## config.mk

```make
export PLATFORM = sky130hd
export DESIGN_NAME = thm_div
export DESIGN_NICKNAME = d
export VERILOG_FILES = /design/src/sv/thm_pkg.sv /design/src/sv/thm_div.sv
export SDC_FILE = /design/constraint.sdc
export NUM_CORES = 1
export LEC_CHECK = 0
export BUFFER_PORTS_ARGS = -buffer_cell sky130_fd_sc_hd__buf_2
export CAP_MARGIN = 20
export CORE_ASPECT_RATIO = 1.5
export CORE_MARGIN = 2
export CORE_UTILIZATION = 53
export CTS_BUF_LIST = sky130_fd_sc_hd__clkbuf_4
export DETAILED_ROUTE_END_ITERATION = 8
export PLACE_DENSITY = 0.79
export SLEW_MARGIN = 20
export SYNTH_ARGS = -nofsm -noshare
export SYNTH_HDL_FRONTEND = slang
export SYNTH_SLANG_ARGS = --single-unit
```

## constraint.sdc

```tcl
create_clock -name clk_i -period 2.4 [get_ports clk_i]
set_input_delay 0.36 -clock clk_i [delete_from_list [all_inputs] [get_ports clk_i]]
set_output_delay 0.36 -clock clk_i [all_outputs]
set_load 0.01 [all_outputs]
```

## src/sv/thm_pkg.sv

```systemverilog
// thm_pkg: shared constants, codes and state type of the heatmap accumulator
// no dependencies; imported by thm_div, thm_mem and time_binned_heatmap_accumulator
package thm_pkg;

  // parameter defaults
  localparam int unsigned THM_MAX_BINS  = 1024;
  localparam int unsigned THM_NUM_CHIPS = 32;
  localparam int unsigned THM_TIME_BITS = 32;

  // field and register widths
  localparam int unsigned TIME_W     = 32;
  localparam int unsigned COUNT_W    = 11;
  localparam int unsigned MASK_W     = 32;
  localparam int unsigned INCR_W     = 8;
  localparam int unsigned OP_W       = 2;
  localparam int unsigned CHIP_W     = 5;
  localparam int unsigned IDX_W      = 10;
  localparam int unsigned VALUE_W    = 8;
  localparam int unsigned CFG_IDX_W  = 3;
  localparam int unsigned CFG_DATA_W = 32;

  // register reset values
  localparam logic [COUNT_W-1:0] COUNT_RESET = 11'd1024;
  localparam logic [MASK_W-1:0]  MASK_RESET  = '1;

  // operation codes
  localparam logic [OP_W-1:0] OP_CLEAR = 2'd0;
  localparam logic [OP_W-1:0] OP_EVENT = 2'd1;
  localparam logic [OP_W-1:0] OP_READ  = 2'd2;

  // configuration register indexes
  localparam logic [CFG_IDX_W-1:0] CFG_START = 3'd0;
  localparam logic [CFG_IDX_W-1:0] CFG_END   = 3'd1;
  localparam logic [CFG_IDX_W-1:0] CFG_COUNT = 3'd2;
  localparam logic [CFG_IDX_W-1:0] CFG_MASK  = 3'd3;
  localparam logic [CFG_IDX_W-1:0] CFG_INCR  = 3'd4;

  localparam logic [VALUE_W-1:0] INCR_DEFAULT = 8'd32;
  localparam logic [VALUE_W-1:0] VALUE_MAX    = 8'd255;

  typedef enum logic [3:0] {
    ST_CLEAR,
    ST_IDLE,
    ST_MUL,
    ST_DIV_GO,
    ST_DIV,
    ST_RMW_RD,
    ST_RMW_WR,
    ST_READ,
    ST_RESP
  } state_e;

  function automatic logic [VALUE_W-1:0] sat_add(input logic [VALUE_W-1:0] a,
                                                 input logic [VALUE_W-1:0] b);
    logic [VALUE_W:0] sum;
    sum = {1'b0, a} + {1'b0, b};
    return sum[VALUE_W] ? VALUE_MAX : sum[VALUE_W-1:0];
  endfunction

endpackage

```

## src/sv/thm_div.sv

```systemverilog
// thm_div: restoring divider, one quotient bit per cycle through one shared subtractor
// depends on thm_pkg for default widths
module thm_div import thm_pkg::*; #(
  parameter int unsigned NUM_W = THM_TIME_BITS + 11,
  parameter int unsigned DEN_W = THM_TIME_BITS,
  parameter int unsigned QUO_W = 10
) (
  input  logic             clk_i,
  input  logic             rst_ni,
  input  logic             start_i,
  input  logic [NUM_W-1:0] numer_i,
  input  logic [DEN_W-1:0] denom_i,
  output logic             busy_o,
  output logic [QUO_W-1:0] quot_o
);

  localparam int unsigned CNT_W = $clog2(QUO_W + 1);

  logic [CNT_W-1:0] cnt_q;
  logic [DEN_W-1:0] rem_q;
  logic [DEN_W-1:0] den_q;
  logic [QUO_W-1:0] quo_q;

  logic [DEN_W:0]   shifted;
  logic [DEN_W+1:0] sub;
  logic             ge;
  logic [QUO_W:0]   quo_sh;
  logic [NUM_W-1:0] numer_hi;

  // quotient is known to fit in QUO_W bits, so the upper part starts below the divisor
  assign numer_hi = numer_i >> QUO_W;
  assign shifted  = {rem_q, quo_q[QUO_W-1]};
  assign sub      = {1'b0, shifted} - {2'b00, den_q};
  assign ge       = ~sub[DEN_W+1];
  assign quo_sh   = {quo_q, ge};

  assign busy_o = (cnt_q != '0);
  assign quot_o = quo_q;

  always_ff @(posedge clk_i or negedge rst_ni) begin
    if (!rst_ni) begin
      cnt_q <= '0;
    end else if (start_i) begin
      cnt_q <= CNT_W'(QUO_W);
    end else if (busy_o) begin
      cnt_q <= cnt_q - CNT_W'(1);
    end
  end

  always_ff @(posedge clk_i) begin
    if (start_i) begin
      rem_q <= numer_hi[DEN_W-1:0];
      quo_q <= numer_i[QUO_W-1:0];
      den_q <= denom_i;
    end else if (busy_o) begin
      rem_q <= ge ? sub[DEN_W-1:0] : shifted[DEN_W-1:0];
      quo_q <= quo_sh[QUO_W-1:0];
    end
  end

endmodule

```

==> results.md <==
- Slew @ Worst Pin: 0.514 ns
- H-tree Lvls: 3
- GRT overflow: 0
- Status: complete, but fails checks
- FILL cells: 522
- Global-route wire length before repair: 24500 microns
- Synth async-reset ratio: 5.13%
- Final instance area: 0.00769 sq mm
- Hold Path Origin: denom_i[3]
- I/O pins: 89
- CP Data Required Time: 2.71 ns
- Syn Inst Count: 506
- Syn Nets: 619
- RSZ-0062 raised after global routing: true
- TritonCTS Buffers: 9
- CP endpoint kind: flip-flop
- Synth Warn #: 0
- Drt wl/cell: 19.9 microns
- Die Footprint: 0.0106 sq mm
- Placer congestion estimate: 0.966
- Setup Viol. Count Final: 33
- DR iter-0 viols: 386
- Leak pwr: 3.28 nW
- Initial core utilization: 53.9%
- Dpl cell area: 0.00665 sq mm
- FF-to-FF path depth: 12
- Register bit total from synthesis: 78
- Clk buf depth: 2
- Total number of vias: 5042
- Worst hold slack: 0.0586 ns
- Fmax: 346 MHz
- Crit-path max FO: 7
- Slew Viols, Final: 0
- Seq/Total Area, Yosys: 44.7%
- Setup crit start: rem_q[12]
- Clock Latency Late Sink: 0.46 ns
- Dominant synthesized flop cell: edfxtp_1
- Final hold violation count: 0
- Max-Cap Viols: 0
- Pwr Density: 1400 mW/mm^2
- Drc violations: 0
- Clk root buf: clkbuf_4
- WHS Path Cells: 1
- GRT Overall Usage: 28.9%
- 1st-pass router iterations: 6
- Vias per cell: 6.12
- CP Class: flip-flop to flip-flop
- Tcrit/Tclk final: 121%
- Max_slew headroom: 65.8%
- Register clock-pin slew on the reported worst setup and hold paths: 0.15 ns
- Post-synth cell types: 64
- Fin Clk Skew: 0.0285 ns
- Mean area per synthesized cell: 10.3 sq um
- Final wirelength: 16400 microns
- Vias in the first global route: 5383
- Arrival time worst endpoint: 3.20 ns
- Minimum clock period: 2.89 ns
- Area Growth Syn to Fin: 47.9%
- Number of I/O port buffers: 87
- Floorplan core area: 0.00963 sq mm
- Antenna Nets Post-Route: 0
- Largest net degree at the start of global routing: 82
- R2r startpoint: rem_q[12]
- CTS tree: yes
- Layout cells sized above 1: 53.4%
- Nets@finish: 816
- Post-Synthesis Cell Area: 0.00520 sq mm
- Setup crit start kind: flip-flop
- Min-Delay Path Class: input port to flip-flop
- Final HPWL from detailed placement: 9790 microns
- Initial antenna violation count: 1
- # rows: 44
- CTS sink count: 78
- Maximum VDD drop: 1.16 mV
- Setup WS post-layout: -0.493 ns
- Die W: 84.9 microns
- Failing checks: setup timing
- Die span in y: 125 microns
- EDFF count, synth: 74
worst max-delay path, stage by stage, from the launching register on:
cell and delay [ns]:
edfxtp_1 0.48, ha_4 0.20, buf_4 0.13, a21oi_2 0.19, o21ai_0 0.19, nor2_1 0.32
o2111ai_4 0.20, and3_4 0.23, nor2_4 0.26, buf_12 0.15, buf_16 0.13, a21oi_1 0.09
a2bb2oi_1 0.18
cell families after synthesis:
group,count (synthesis),share of synthesized area (%)
adders and majority gates,35,8.57
DFF,78,44.7
and+or+nand+nor,132,12.6
AOI/OAI and AO/OA,161,21.9
xor gates and xnor gates,27,4.55
muxes,10,2.17
buffers and inverters,63,5.54
metrics by stage:
step / setup slack, ns / utilization [%] / TNS (ns) / power [mW] / instances
2_1_floorplan: -0.132 / - / -1.21 / 5.83 / 506
4_1_cts: -0.305 / 77.7 / -7.43 / 10.0 / 822
3_5_place_dp: -0.346 / 69.0 / -6.38 / 7.74 / 787
5_1_grt: -0.582 / 79.8 / -16.00 / 11.3 / 824
6_report: -0.493 / 79.8 / -13.94 / 10.8 / 824
3_3_place_gp: -0.263 / 69.0 / -4.92 / 7.55 / 787
per-layer routing:
layer | share of wire, % | GRT usage (%) | up-vias | routed length (microns)
met1 | 36 | 31.1 | 2420 | 5880
met2 | 54 | 52.5 | 242 | 8870
met3 | 4.8 | 4.75 | 95 | 787
li1 | - | - | 2285 | -
met4 | 5.1 | 16.5 | 0 | 828
met5 | 0 | 0 | - | 0
worst paths after layout:
kind | to | slack [ns]
min reg2reg | cnt_q[3] | 0.54
min | den_q[3] | 0.06
max reg2reg | rem_q[6] | -0.49
max in group asynchronous | cnt_q[1] | 2.03
max | rem_q[6] | -0.49
min in group asynchronous | cnt_q[2] | 0.24
cell usage in the layout (no fill, tap or decap), types with 6 or more instances in the layout:
master,instances
buf_4,95
buf_2,87
edfxtp_1,74
inv_1,42
a21oi_2,30
nand2_1,28
nor2_1,27
a21o_1,23
xnor2_1,20
a2bb2oi_2,20
ha_1,16
ha_4,16
a21oi_1,15
buf_6,14
nor3_1,12
nand2_2,12
o21ai_0,11
clkbuf_4,10
mux2_2,9
a21oi_4,7
xor2_1,6
cell usage after synthesis, types with 3 or more instances:
master,n,area share [%]
nor2b_1,4,0.48
nor3b_1,3,0.43
nand2_1,43,3.1
a21oi_1,50,4.8
a21o_1,23,3.3
a221o_1,4,0.77
mux2_2,10,2.2
a2bb2oi_1,24,4.0
inv_1,44,3.2
xor2_1,6,1.0
and3_1,7,0.84
nand2b_1,3,0.36
nand4_1,4,0.48
a31oi_1,5,0.60
clkbuf_1,7,0.51
nor3_1,13,1.3
ha_1,34,8.2
buf_6,4,0.87
o21ai_0,16,1.5
o211ai_1,4,0.58
nor2_1,29,2.1
buf_2,3,0.29
or3_1,3,0.36
o21a_1,5,0.72
nand3_1,4,0.39
edfxtp_1,74,43
or2_2,4,0.48
a211oi_1,4,0.58
nor4_1,3,0.36
xnor2_1,21,3.5
dfrtp_1,4,1.9
sequential cells by signal (all words and copies together) (netlist names):
| register | flops |
|---|---|
| cnt_q | 4 |
| den_q | 32 |
| quot_o | 10 |
| rem_q | 32 |
timing repair:
item,CTS,global route
buffers inserted,14,3
setup endpoints to repair,33,33
hold buffers,1,0
endpoints found under the hold margin,4,0
cloned,4,0
resized for setup,107,39
pin swaps,55,32
layout make-up:
cell class | instances | area, sq um | area share [%]
Clock buffer | 10 | 75.1 | 0.977
Multi-Input combinational cell | 365 | 3460 | 45.0
Clock inverter | 6 | 46.3 | 0.602
Antenna cell | 1 | 2.50 | 0.0326
Timing Repair Buffer | 204 | 1470 | 19.1
Sequential cell | 78 | 2320 | 30.2
Inverter | 45 | 169 | 2.20
Tap cell | 115 | 144 | 1.87
power by group:
group          total, mW  switching (mW)  internal [mW]  leakage (nW)
sequential          2.28           0.299           1.98         0.798
clock              0.751           0.522          0.229        0.0630
combinational       7.76            3.88           3.87          2.42
Note: power is estimated with default switching activity, not from simulation.
